## src/hdl/mo1d_pkg.sv

```systemverilog
`default_nettype none

package mo1d_pkg;

   localparam int WINDOW_RADIUS = 2;
   localparam int LINE_LEN      = 2 * WINDOW_RADIUS + 1;
   localparam int FLUSH_W       = $clog2(WINDOW_RADIUS + 1);
   localparam int SAMPLE_W      = 16;
   localparam int QUEUE_DEPTH   = 2;
   localparam int COUNT_W       = $clog2(QUEUE_DEPTH + 1);

   typedef struct packed {
      logic [SAMPLE_W-1:0] sample_in;
      logic                frame_end_in;
   } req_type;

   typedef struct packed {
      logic [SAMPLE_W-1:0] sample_out;
      logic                frame_end_out;
   } rsp_type;

   // one bin travelling between the two window stages
   typedef struct packed {
      logic [SAMPLE_W-1:0] value;
      logic                last;
   } item_type;

   // contents of one delay line cell
   typedef struct packed {
      logic                valid;
      logic                last;
      logic [SAMPLE_W-1:0] value;
   } cell_type;

   // true when candidate beats the running extreme
   function automatic logic ext_better(input logic [SAMPLE_W-1:0] cand,
                                       input logic [SAMPLE_W-1:0] acc,
                                       input logic                use_max);
      ext_better = use_max ? (cand > acc) : (cand < acc);
   endfunction

endpackage

`default_nettype wire

```

## src/hdl/mo1d_cell.sv

```systemverilog
`default_nettype none

module mo1d_cell (
   input  wire                 clock,
   input  wire                 reset,
   input  wire                 shift,
   input  mo1d_pkg::cell_type  d_cell,
   output mo1d_pkg::cell_type  q_cell
);
   import mo1d_pkg::*;

   logic                valid_ff;
   logic                last_ff;
   logic [SAMPLE_W-1:0] value_ff;

   always_ff @(posedge clock) begin
      if (reset) begin
         valid_ff <= 1'b0;
      end else if (shift) begin
         valid_ff <= d_cell.valid;
      end
   end

   always_ff @(posedge clock) begin
      if (shift) begin
         last_ff  <= d_cell.last;
         value_ff <= d_cell.value;
      end
   end

   assign q_cell = '{valid: valid_ff, last: last_ff, value: value_ff};

endmodule

`default_nettype wire

```

## src/hdl/mo1d_window.sv

```systemverilog
`default_nettype none

module mo1d_window (
   input  wire                 clock,
   input  wire                 reset,
   input  wire                 use_max,
   input  wire                 in_valid,
   output logic                in_ready,
   input  mo1d_pkg::item_type  in_item,
   output logic                out_valid,
   input  wire                 out_ready,
   output mo1d_pkg::item_type  out_item
);
   import mo1d_pkg::*;

   cell_type             line_q [LINE_LEN];
   cell_type             line_d [LINE_LEN];
   logic [FLUSH_W-1:0]   flush_ff, flush_in;
   logic [COUNT_W-1:0]   count_ff, count_in;
   item_type             q_ff [QUEUE_DEPTH];
   item_type             q_in [QUEUE_DEPTH];
   logic                 can_shift;
   logic                 take;
   logic                 shift;
   logic                 push;
   logic                 pop;
   logic [SAMPLE_W-1:0]  ext_val;
   item_type             new_item;

   assign can_shift = (count_ff != COUNT_W'(QUEUE_DEPTH));
   assign in_ready  = can_shift && (flush_ff == '0);
   assign take      = in_valid && in_ready;
   // after a frame-last bin, bubbles push the tail through and isolate the next frame
   assign shift     = take || (can_shift && (flush_ff != '0));

   always_comb begin
      line_d[0] = take ? cell_type'{valid: 1'b1, last: in_item.last, value: in_item.value}
                       : cell_type'{valid: 1'b0, last: 1'b0, value: '0};
      for (int i = 1; i < LINE_LEN; i++) begin
         line_d[i] = line_q[i-1];
      end
   end

   for (genvar g = 0; g < LINE_LEN; g++) begin : g_cell
      mo1d_cell u_cell (
         .clock  (clock),
         .reset  (reset),
         .shift  (shift),
         .d_cell (line_d[g]),
         .q_cell (line_q[g])
      );
   end

   // window around the bin that moves into the center on this shift
   always_comb begin
      ext_val = line_d[WINDOW_RADIUS].value;
      for (int i = 0; i < LINE_LEN; i++) begin
         if (line_d[i].valid && ext_better(line_d[i].value, ext_val, use_max)) begin
            ext_val = line_d[i].value;
         end
      end
   end

   assign push     = shift && line_d[WINDOW_RADIUS].valid;
   assign new_item = '{value: ext_val, last: line_d[WINDOW_RADIUS].last};

   always_comb begin
      if (take && in_item.last) begin
         flush_in = FLUSH_W'(WINDOW_RADIUS);
      end else if (shift && (flush_ff != '0)) begin
         flush_in = flush_ff - FLUSH_W'(1);
      end else begin
         flush_in = flush_ff;
      end
   end

   // two-entry output queue, head at index 0
   assign out_valid = (count_ff != '0);
   assign out_item  = q_ff[0];
   assign pop       = out_valid && out_ready;

   always_comb begin
      q_in[0] = q_ff[0];
      q_in[1] = q_ff[1];
      if (pop) begin
         q_in[0] = q_ff[1];
      end
      if (push) begin
         if ((count_ff == COUNT_W'(1)) && !pop) begin
            q_in[1] = new_item;
         end else begin
            q_in[0] = new_item;
         end
      end
      count_in = count_ff + COUNT_W'(push) - COUNT_W'(pop);
   end

   always_ff @(posedge clock) begin
      if (reset) begin
         flush_ff <= '0;
         count_ff <= '0;
      end else begin
         flush_ff <= flush_in;
         count_ff <= count_in;
      end
   end

   always_ff @(posedge clock) begin
      q_ff[0] <= q_in[0];
      q_ff[1] <= q_in[1];
   end

endmodule

`default_nettype wire

```

## src/hdl/morphological_opening_1d.sv

```systemverilog
// rsp_valid for bin k rises when erosion bin k+2, queued at the edge accepting bin
//   k+4, is taken by dilation; the last four bins follow the frame-last request
// throughput: one request per cycle in a frame while the erosion queue has room; a
//   frame-last request holds off req_ready while bubbles flush the erosion line,
//   and the dilation flush overlaps the start of the next frame
// reset: synchronous, clears the cell valid bits, flush counters and queue counts
`default_nettype none

module morphological_opening_1d (
   input  wire                clock,
   input  wire                reset,
   input  wire                req_valid,
   output logic               req_ready,
   input  mo1d_pkg::req_type  req_data,
   output logic               rsp_valid,
   input  wire                rsp_ready,
   output mo1d_pkg::rsp_type  rsp_data
);
   import mo1d_pkg::*;

   item_type in_item;
   item_type mid_item;
   item_type out_item;
   logic     mid_valid;
   logic     mid_ready;

   assign in_item = '{value: req_data.sample_in, last: req_data.frame_end_in};

   // erosion: minimum over the window
   mo1d_window u_erode (
      .clock     (clock),
      .reset     (reset),
      .use_max   (1'b0),
      .in_valid  (req_valid),
      .in_ready  (req_ready),
      .in_item   (in_item),
      .out_valid (mid_valid),
      .out_ready (mid_ready),
      .out_item  (mid_item)
   );

   // dilation: maximum over the window
   mo1d_window u_dilate (
      .clock     (clock),
      .reset     (reset),
      .use_max   (1'b1),
      .in_valid  (mid_valid),
      .in_ready  (mid_ready),
      .in_item   (mid_item),
      .out_valid (rsp_valid),
      .out_ready (rsp_ready),
      .out_item  (out_item)
   );

   assign rsp_data = '{sample_out: out_item.value, frame_end_out: out_item.last};

endmodule

`default_nettype wire
```

## config.mk

```make
export PLATFORM = sky130hd
export DESIGN_NAME = morphological_opening_1d
export DESIGN_NICKNAME = d
export VERILOG_FILES = /design/src/hdl/mo1d_pkg.sv /design/src/hdl/mo1d_cell.sv /design/src/hdl/mo1d_window.sv /design/src/hdl/morphological_opening_1d.sv
export SDC_FILE = /design/constraint.sdc
export NUM_CORES = 1
export LEC_CHECK = 0
export BUFFER_PORTS_ARGS = -buffer_cell sky130_fd_sc_hd__buf_2
export CAP_MARGIN = 20
export CORE_MARGIN = 2
export CORE_UTILIZATION = 40
export DETAILED_ROUTE_END_ITERATION = 7
export PLACE_DENSITY_LB_ADDON = 0.3
export SYNTH_ARGS = -nofsm -noshare
export SYNTH_HDL_FRONTEND = slang
export SYNTH_SLANG_ARGS = --single-unit
```

## constraint.sdc

```tcl
create_clock -name clock -period 15.45 [get_ports clock]
set_clock_uncertainty 0.15 [all_clocks]
set_input_delay 0.7725 -clock clock [delete_from_list [all_inputs] [get_ports clock]]
set_output_delay 0.7725 -clock clock [all_outputs]
set_load 0.1 [all_outputs]
```

Word level (Yosys, flattened, before mapping)
Memory sizes are Yosys's and may differ from the RTL's.
Index checks and enable logic that the tools add are counted.

operators by class
  add/subtract/negate cells = 6
  multiplexer cells = 24
  reduce and logical (&&, ||, !) cells = 39
  eq/ne operators = 4
  order comparisons = 10

operators by type and width
  cell                                                                    count
  16-bit 2-to-1 mux                                                       10
  17-bit 2-to-1 mux                                                       6
  16-bit greater-than comparator                                          5
  16-bit less-than comparator                                             5
  34-bit 2-to-1 mux                                                       2
  18-bit 2-to-1 mux                                                       2
  1-bit logical AND                                                       25
  2-bit nonzero test                                                      6
  2-bit 2-to-1 mux                                                        4
  2-bit by 1-bit adder with 2-bit output                                  2
  2-bit by 1-bit equality test with 1-bit output (second input constant)  2
  2-bit zero test                                                         2
  2-bit != test (second input constant)                                   2
  2-bit OR reduction                                                      2
  2-bit by 1-bit subtractor with 2-bit output                             2
  2-bit by 1-bit subtractor with 2-bit output (second input constant)     2
  1-bit zero test                                                         2
  1-bit logical OR                                                        2

storage, ports and cells
  bits in writable memories = 68
  register bits = 148
  logic and storage cells = 111
  memories kept = 2
  output and inout port bits = 19
  input port bits = 21

memory list
  name           words  width  read ports  clocked after Yosys merged registers in  write ports  line               text
  u_dilate.q_ff  2      17     2           0                                        2            mo1d_window.sv:20  item_type q_ff [QUEUE_DEPTH];
  u_erode.q_ff   2      17     2           0                                        2            mo1d_window.sv:20

Logic depth before layout (Yosys ltp)
Gate-level depths: netlist of the first run.

  depth after elaboration = 21
  mapped depth = 74

Cells and area by module
Synthesis of the first run repeated with hierarchy kept, for this count alone.

second synthesis, totals
  cells, all modules = 1540
  area, all modules = 15157.0 sq um

modules (own cells, without submodules)
  module                    area each (sq um)  cells each  sequential area each (sq um)  instances
  mo1d_window (u_erode)     5346.4             684         930.9                         1
  mo1d_window (u_dilate)    5328.9             678         930.9                         1
  mo1d_cell                 559.3              22          530.5                         8
  morphological_opening_1d  7.5                2           0.0                           1

Worst setup path after synthesis of the first run
No wires, ideal clock.

  kind = flip-flop to flip-flop
  start = register u_dilate.flush_ff[0]
  end = memory u_dilate.q_ff[0][20] (netlist bit) (data pin)
  setup time = 0.268 ns
  clock period less this slack = 12.668 ns
  setup slack = 2.782 ns
  arrival time = 12.250 ns
  buffers on the path = 11
  cell stages (with the launch flop) = 67
  path through = dfxtp_1 > inv_1 > ha_1 > o21ai_0 > or2_2 > buf_2 > inv_2 > buf_2 > clkbuf_1 > and2_1 > ha_1 > nand3_1 > or4_4 > o31ai_4 > o22ai_2 > clkbuf_1 > clkbuf_1 > a21oi_1 > [31 not listed] > buf_6 > mux2i_1 > inv_1 > ha_1 > nor2b_1 > o21a_1 > o21ai_0 > nand2b_1 > a21oi_1 > nor2b_1 > o21ai_0 > nand2b_1 > a21oi_1 > o21ai_0 > o311a_1 > clkbuf_1 > clkbuf_1 > mux2i_1

RTL lines
  what                    line                text
  start, declared         mo1d_window.sv:18   logic [FLUSH_W-1:0] flush_ff, flush_in;
  start signal, assigned  mo1d_window.sv:103  flush_ff <= flush_in;
  end, declared           mo1d_window.sv:20

==> reports/summary.txt, run 1 <==
Cell Area, Synth - 0.0134 mm²
Syn_area_per_cell - 10.2 µm²
Worst hold path type - reg2reg
Worst Path Buf+Inv - 6
Chip width - 187 µm
NumNets Final - 1521
Critical path class - reg2reg
CP top delay family - compound AO/OA/AOI/OAI gates
DP Wirelength - 22100 µm
Post-CTS sizing - 0
CP max-delay cell - a221oi_1
Routed Antenna Nets - 0
Top post-synthesis cells by area - edfxtp_1 (37%), ha_1 (14%), dfxtp_1 (7.4%)
Yosys top cell area share - 37.1%
DRT Pass-1 Iters - 5
Starting DRT DRC Count - 581
Fin. Hold Viols - 0
Crit. End Element - flip-flop
Worst hold margin - 0.284 ns
Area growth from synthesis to layout - 10.8%
Routability congestion estimate - 0.854
Routed vias/inst - 5.22
Max-slew violation count - 0
Max incr delay on CP - 0.59 ns
Port Buffers - 39
Die area - 0.0351 mm²
CTS H-Tree Depth - 1
Fmax - 71.2 MHz
Syn nets - 1500
# hold bufs at CTS - 0
Post-synth EDFFs - 166
Leading area contributor after synthesis - edfxtp_1
Async SR Flop Fraction - 0%
Setup TNS - 0 ns
Vias in the first global route - 9496
Number of diodes - 0
WL met1 - 12600 µm
Most common cell on crit path - ha_1
Setup Fix Bufs, Post-CTS - 0
Critical Path AT - 14.28 ns
RSZ-0062 raised after global routing - no
Synth Area in XOR/XNOR - 0.782%
Overall routed net length - 28800 µm
Largest net degree at the start of global routing - 70
Worst-path clk slew - 0.06 ns
Dpl ws - 0.644 ns
Outcome - finished, final reports clean
Flops & latches, synth - 216
Overflow after GRT - 0
Maxcap violations - 0
Ys flop type - edfxtp_1
First-pass GRT wire length - 47700 µm
Multiplexer share of the synthesized area - 7.03%
Final worst-path cycle share - 90.9%
Initial antenna violation count - 0
Core ar. - 0.0333 mm²
Total GRT Usage - 16.5%
Met3 Routed Length - 1020 µm
Adder-cell share of the synthesized area - 14.6%
Post-Synth Simple-Gate Area - 12.7%
Share of post-route cells with drive strength above 1 - 11.1%
Initial Utilization - 40.4%
Sequential area share after synthesis - 44.5%
Residual DRC count - 0
Synth cell types - 61
Critical Path RT - 15.68 ns
Clock tree buffer depth - 3
CTS sink cnt - 216
Post-synthesis cell count - 1324
Compound-cell area share of the yosys netlist - 14.4%
Boundary pin count - 40
Slew margin rel. - 33.2%
Worst-margin pin slew - 1.00 ns
Die H - 187 µm
CTS tree - yes
DR vias - 9469
Top Layer Used - met4
CP max FO - 30
Num rows - 67
Minimum clock period - 14.05 ns
TritonCTS Buffers - 26
Insertion delay to the later sink of the worst-skew pair - 0.53 ns
Kind of start point of the critical path - flip-flop
Final worst setup slack - 1.40 ns
WL/cell - 15.9 µm
Met2 WL - 14400 µm
Final setup viols - 0
Syn. warnings - 0
Largest family of logic cells by synthesized area - adder cells
Clock root buffer - clkbuf_16
==> worst paths after layout <==
path	to	start	depth (start not counted)	slack [ns]
max reg2reg	u_dilate.q_ff[0][15]$_DFF_P_	u_dilate.flush_ff[0]$_SDFFE_PP0P_	59	1.40
min	u_erode.g_cell[1].u_cell.last_ff$_DFFE_PN_	u_erode.g_cell[0].u_cell.last_ff$_SDFFCE_PN0N_	0	0.28
max	u_dilate.q_ff[0][15]$_DFF_P_	u_dilate.flush_ff[0]$_SDFFE_PP0P_	59	1.40
min reg2reg	u_erode.g_cell[1].u_cell.last_ff$_DFFE_PN_	u_erode.g_cell[0].u_cell.last_ff$_SDFFCE_PN0N_	0	0.28
==> flip-flops by register name, summed over array words and instances (netlist names) <==
| register | cells |
|---|---|
| u_dilate.count_ff | 2 |
| u_dilate.flush_ff | 2 |
| u_dilate.g_cell.u_cell.last_ff | 2 |
| u_dilate.g_cell.u_cell.valid_ff | 4 |
| u_dilate.g_cell.u_cell.value_ff | 64 |
| u_dilate.q_ff | 34 |
| u_erode.count_ff | 2 |
| u_erode.flush_ff | 2 |
| u_erode.g_cell.u_cell.last_ff | 2 |
| u_erode.g_cell.u_cell.valid_ff | 4 |
| u_erode.g_cell.u_cell.value_ff | 64 |
| u_erode.q_ff | 34 |
==> final cells by class <==
type                    instances  area, µm²
clock inverters                12       63.8
fillers                      3143      18400
flip-flops and latches        216       5990
clock buffers                  36        802
well taps                     448        561
multi-input cells             920       6680
inverters                     126        473
repair buffers                 55        323
==> metal layers <==
metal  vias up  GRT usage, %
met1      4403          20.3
li1       4830             -
met4         0          4.21
met2       180          30.3
met5         -             0
met3        56          2.12
==> cell usage in the layout, fill, tap and decap left out, types with 3 or more instances in the layout <==
cell type	synthesis	routed
and3_1	5	5
nor3_1	10	10
nor4_1	4	3
nand2_1	147	146
o21a_1	24	24
nor2b_1	16	16
or4_1	3	3
inv_1	125	124
clkbuf_8	0	5
mux2i_1	56	56
a211oi_1	11	11
mux2_2	18	18
edfxtp_1	166	166
clkbuf_16	0	29
buf_4	17	15
or2_2	7	7
o21ai_0	87	87
o21ai_1	13	13
nand4_1	24	24
o2111a_1	3	3
xor2_1	5	5
and2_1	20	20
o221ai_1	17	17
and4_1	4	4
a21oi_1	79	78
buf_2	2	39
o211ai_1	8	8
a31oi_1	4	3
o21bai_1	4	4
clkinv_2	0	8
mux2i_4	5	5
a21o_1	38	38
a311oi_1	3	3
nand3_1	40	40
mux2i_2	5	5
dfxtp_1	50	50
nor2_1	57	56
nand2b_1	15	15
xnor2_1	7	7
ha_1	155	155
==> cells in the mapped netlist (17+ instances only) <==
cell	number
buf_4	17
o21ai_0	87
nand2_1	147
clkbuf_1	40
o21a_1	24
dfxtp_1	50
ha_1	155
and2_1	20
mux2_2	18
o221ai_1	17
nand3_1	40
inv_1	125
a21o_1	38
edfxtp_1	166
nor2_1	57
a21oi_1	79
mux2i_1	56
nand4_1	24
==> per-stage QoR <==
step	util (%)	cell area, µm²	std cells
after global routing	44.7	14900	1813
after global placement	42.1	14000	1763
final	44.7	14900	1813
after detailed placement	42.1	14000	1763
after floorplan	-	13400	1324
after CTS	44.7	14900	1811
==> kinds of logic after synthesis <==
family                     Yosys count
muxes                               84
DFF                                216
AOI/OAI and AO/OA                  308
buffers and inverters              188
xor gates and xnor gates            12
adders and majority gates          157
and+or+nand+nor                    359
Power of run 1 is not shown: default switching activity piles up to over one toggle a cycle in this logic, so the estimate is an artifact.
==> run 2: changes to the inputs <==
==> constraint.sdc (replaced) <==
create_clock -name clock -period 14.2 [get_ports clock]
set_clock_uncertainty 0.15 [all_clocks]
set_input_delay 0.71 -clock clock [delete_from_list [all_inputs] [get_ports clock]]
set_output_delay 0.71 -clock clock [all_outputs]
set_load 0.1 [all_outputs]
==> run 2 against run 1 <==
Effect of this change: flip-flop and latch count stayed put; routed wire length down 0.72%; maximum frequency grew 6.6%; first-iteration DRC count down 15%; critical path depth up 3; final cell count grew 0.28%; final area increased by 0.23%; count of clock-buffer cells in the layout up 6; critical endpoint is now u_dilate.q_ff[0][16]$_DFF_P_.
==> reports/summary.txt, run 2 (synthesis results as in run 1) <==
RSZ-0062 raised after global routing - no
Final core occ - 44.8%
CP max-delay cell - or4_4
Boundary pin count - 40
Minimum clock period - 13.18 ns
Routability congestion estimate - 0.866
Worst-path clk slew - 0.06 ns
Clock tree buffer depth - 3
Num rows - 67
Setup Fix Bufs, Post-CTS - 0
Largest net degree at the start of global routing - 69
Outcome - finished, final reports clean
DP Wirelength - 21900 µm
CTS sink cnt - 216
Max-slew violation count - 0
Number of diodes - 0
Slew margin rel. - 36.9%
Commonest cells after routing, fill and taps aside - edfxtp_1 (166), ha_1 (155), nand2_1 (146), inv_1 (124), o21ai_0 (87)
Critical Path AT - 13.48 ns
CTS H-Tree Depth - 1
Insertion delay to the later sink of the worst-skew pair - 0.54 ns
DRT Pass-1 Iters - 7
First-pass GRT wire length - 47600 µm
R2R depth - 62
Starting DRT DRC Count - 491
Final setup viols - 0
Placed cell area - 0.0141 mm²
Maxcap violations - 0
Setup TNS - 0 ns
Routed Antenna Nets - 0
Worst hold path type - reg2reg
Share of post-route cells with drive strength above 1 - 11.2%
Overflow after GRT - 0
Largest registers - u_dilate.g_cell.u_cell.value_ff: 64 flops, u_erode.g_cell.u_cell.value_ff: 64 flops
Fmax - 75.9 MHz
Hold Path Stages - 0
Final worst setup slack - 1.02 ns
Fin. Hold Viols - 0
Kind of start point of the critical path - flip-flop
Initial Utilization - 40.4%
Initial antenna violation count - 0
CP max FO - 39
CTS tree - yes
Worst-margin pin slew - 0.945 ns
NumNets Final - 1527
Overall routed net length - 28600 µm
TritonCTS Buffers - 25
WL/cell - 15.7 µm
Routed vias/inst - 5.22
Residual DRC count - 0
Core ar. - 0.0333 mm²
Critical path class - reg2reg
Crit. End Element - flip-flop
Dpl ws - 0.140 ns
Area growth from synthesis to layout - 11.1%
Die area - 0.0351 mm²
Final instance area - 0.0149 mm²
Critical Path RT - 14.50 ns
Die H - 187 µm
Max incr delay on CP - 0.57 ns
Vias in the first global route - 9550
Chip width - 187 µm
Most common cell after layout, fill and taps aside - edfxtp_1
Final worst-path cycle share - 92.8%
DR vias - 9499
Port Buffers - 39
Total GRT Usage - 16.4%
Clock root buffer - clkbuf_16
run 2: worst max-delay path: cells and delay by family (launching register included):
family / cells / cell delay [ns]
muxes: 2 / 0.56
DFF: 1 / 0.41
AOI/OAI and AO/OA: 29 / 5.78
buffers and inverters: 7 / 1.26
and+or+nand+nor: 19 / 3.53
adders and majority gates: 5 / 1.37
run 2: final timing paths:
kind                                                                      from                                    endpoint  slack [ns]
worst max-delay path                           u_dilate.count_ff[1]$_SDFF_PP0_                u_dilate.q_ff[0][16]$_DFF_P_        1.02
worst min-delay path            u_erode.g_cell[0].u_cell.last_ff$_SDFFCE_PN0N_  u_erode.g_cell[1].u_cell.last_ff$_DFFE_PN_        0.28
worst max register to register                 u_dilate.count_ff[1]$_SDFF_PP0_                u_dilate.q_ff[0][16]$_DFF_P_        1.02
worst min register to register  u_erode.g_cell[0].u_cell.last_ff$_SDFFCE_PN0N_  u_erode.g_cell[1].u_cell.last_ff$_DFFE_PN_        0.28
run 2: layout make-up:
| cell class | instances | area [µm²] |
|---|---|---|
| clock buffers | 42 | 779 |
| repair buffers | 62 | 375 |
| well taps | 448 | 561 |
| inverters | 126 | 475 |
| fillers | 3179 | 18400 |
| multi-input cells | 920 | 6700 |
| flip-flops and latches | 216 | 5990 |
| clock inverters | 4 | 52.6 |
run 2: per-stage QoR:
step,instances,hold slack [ns]
after CTS,1817,0.282
final,1818,0.283
after floorplan,1324,0.250
after global routing,1818,0.286
after global placement,1770,0.255
after detailed placement,1771,0.273
run 2: timing repair:
item	4_1_cts	5_1_grt
resized for setup	0	7
hold buffers	0	0
setup endpoints to repair	0	32
run 2: per-layer routing:
layer,global-route usage [%],routed length [µm],vias to the layer above
li1,-,-,4853
met1,20.1,12500,4433
met2,30.2,14400,162
met3,2.20,1010,51
met4,4.37,730,0
met5,0,0,-
Power of run 2 is left out for the same reason.
==> run 3: changes to the inputs <==
--- a/config.mk
+++ b/config.mk
@@ -5,7 +5,7 @@
 export SDC_FILE = /design/constraint.sdc
 export NUM_CORES = 1
 export LEC_CHECK = 0
-export BUFFER_PORTS_ARGS = -buffer_cell sky130_fd_sc_hd__buf_2
+export BUFFER_PORTS_ARGS = -buffer_cell sky130_fd_sc_hd__buf_4
 export CAP_MARGIN = 20
 export CORE_MARGIN = 2
 export CORE_UTILIZATION = 40
==> run 3 against run 2 <==
Effect of this change: largest cell class unchanged; worst setup slack gained 0.12 ns; final area grew 0.29%; sequential share of layout area shrank 0.11 points; flip-flop and latch count is the same; core utilization grew 0.13 points; final cell count shrank 0.11%; count of clock-buffer cells in the layout shrank 7; highest routed layer unchanged; die area is the same; first-iteration DRC count grew 11%; worst hold slack lost 0.013 ns; maximum frequency grew 0.88%; routed wire length grew 0.66%; critical endpoint is now u_dilate.q_ff[0][10]$_DFF_P_; critical path type unchanged.
==> reports/summary.txt, run 3 (synthesis results as in run 1) <==
Final setup viols - 0
Total GRT Usage - 16.5%
DRT Pass-1 Iters - 5
Maxcap violations - 0
GRT Max-Usage Layer - met2
Final worst-path cycle share - 92.0%
Kind of start point of the critical path - flip-flop
Boundary pin count - 40
Setup Fix Bufs, Post-CTS - 0
Max incr delay on CP - 0.60 ns
CTS H-Tree Depth - 1
Overall routed net length - 28800 µm
Fmax - 76.6 MHz
Overflow after GRT - 0
Routed vias/inst - 5.24
Max-slew violation count - 0
Critical path class - reg2reg
Die area - 0.0351 mm²
Worst-path clk slew - 0.06 ns
Initial Utilization - 40.4%
Routability congestion estimate - 0.867
Most common cell after layout, fill and taps aside - edfxtp_1
Commonest cells after routing, fill and taps aside - edfxtp_1 (166), ha_1 (155), nand2_1 (146), inv_1 (124), o21ai_0 (87)
Placed cell area - 0.0141 mm²
Final core occ - 45.0%
Area growth from synthesis to layout - 11.4%
Die H - 187 µm
Worst Path Buf+Inv - 7
Initial antenna violation count - 0
M3 GR Usage - 2.05%
Port Buffers - 39
Crit. End Element - flip-flop
Clock root buffer - clkbuf_16
CP top delay family - compound AO/OA/AOI/OAI gates
# hold bufs at CTS - 0
Final instance area - 0.0150 mm²
TritonCTS Buffers - 24
Number of diodes - 0
First-pass GRT wire length - 47600 µm
RSZ-0062 raised after global routing - no
DR vias - 9524
Met2 Use GR - 30.8%
Clock tree buffer depth - 3
Outcome - finished, final reports clean
CP Depth - 61
Vias in the first global route - 9585
Num rows - 67
Insertion delay to the later sink of the worst-skew pair - 0.53 ns
R2R depth - 61
CP max FO - 39
Most common cell on crit path - a21o_1
NumNets Final - 1526
Minimum clock period - 13.06 ns
Largest net degree at the start of global routing - 69
Post-CTS sizing - 0
WL/cell - 15.9 µm
Core ar. - 0.0333 mm²
Chip width - 187 µm
Critical Path RT - 14.48 ns
CTS tree - yes
Worst hold path type - reg2reg
CTS sink cnt - 216
Routed Antenna Nets - 0
Hold Path Stages - 0
DP Wirelength - 21900 µm
Share of post-route cells with drive strength above 1 - 10.9%
Largest registers - u_dilate.g_cell.u_cell.value_ff: 64 flops, u_erode.g_cell.u_cell.value_ff: 64 flops
Worst-margin pin slew - 0.965 ns
CP max-delay cell - or4_4
Setup TNS - 0 ns
Fin. Hold Viols - 0
Residual DRC count - 0
Layout Cells excl Fill - 1816
Starting DRT DRC Count - 544
Global routing usage on met1 - 19.8%
Cells after DPL - 1770
# fillers - 3122
Critical Path AT - 13.34 ns
Slew margin rel. - 35.5%
## run 3: worst reg2reg max path, delay by kind of cell, from the launching register on
kind | cells | cell delay (ns)
and+or+nand+nor | 20 | 3.74
DFF | 1 | 0.42
adders and majority gates | 5 | 1.37
muxes | 2 | 0.51
buffers and inverters | 7 | 1.27
AOI/OAI and AO/OA | 27 | 5.57
## run 3: layout make-up
| type | instances | area [µm²] | area share (%) |
|---|---|---|---|
| clock buffer | 35 | 662 | 4.42 |
| tap | 448 | 561 | 3.75 |
| multi-input combinational | 920 | 6700 | 44.8 |
| inverter | 126 | 475 | 3.18 |
| clock inverter | 9 | 114 | 0.761 |
| timing repair buffer | 62 | 469 | 3.13 |
| sequential | 216 | 5990 | 40.0 |
## run 3: path summary, 6_finish.rpt
| path | from | end | slack [ns] |
|---|---|---|---|
| max | u_dilate.count_ff[1]$_SDFF_PP0_ | u_dilate.q_ff[0][10]$_DFF_P_ | 1.14 |
| min | u_erode.g_cell[0].u_cell.last_ff$_SDFFCE_PN0N_ | u_erode.g_cell[1].u_cell.last_ff$_DFFE_PN_ | 0.27 |
| max reg2reg | u_dilate.count_ff[1]$_SDFF_PP0_ | u_dilate.q_ff[0][10]$_DFF_P_ | 1.14 |
| min reg2reg | u_erode.g_cell[0].u_cell.last_ff$_SDFFCE_PN0N_ | u_erode.g_cell[1].u_cell.last_ff$_DFFE_PN_ | 0.27 |
## run 3: metrics by stage
stage | worst slack (ns) | hold WS [ns]
global route | 0.0227 | 0.278
global placement | 0.354 | 0.255
CTS | 0.0760 | 0.270
finish | 1.14 | 0.270
detailed placement | 0.118 | 0.257
floorplan | 1.53 | 0.250
## run 3: per-layer routing
metal	share of wire (%)	up-vias
met5	0	-
met1	43	4451
met3	3.8	51
met2	51	172
li1	-	4850
met4	2.6	0
Power of run 3 is left out for the same reason.
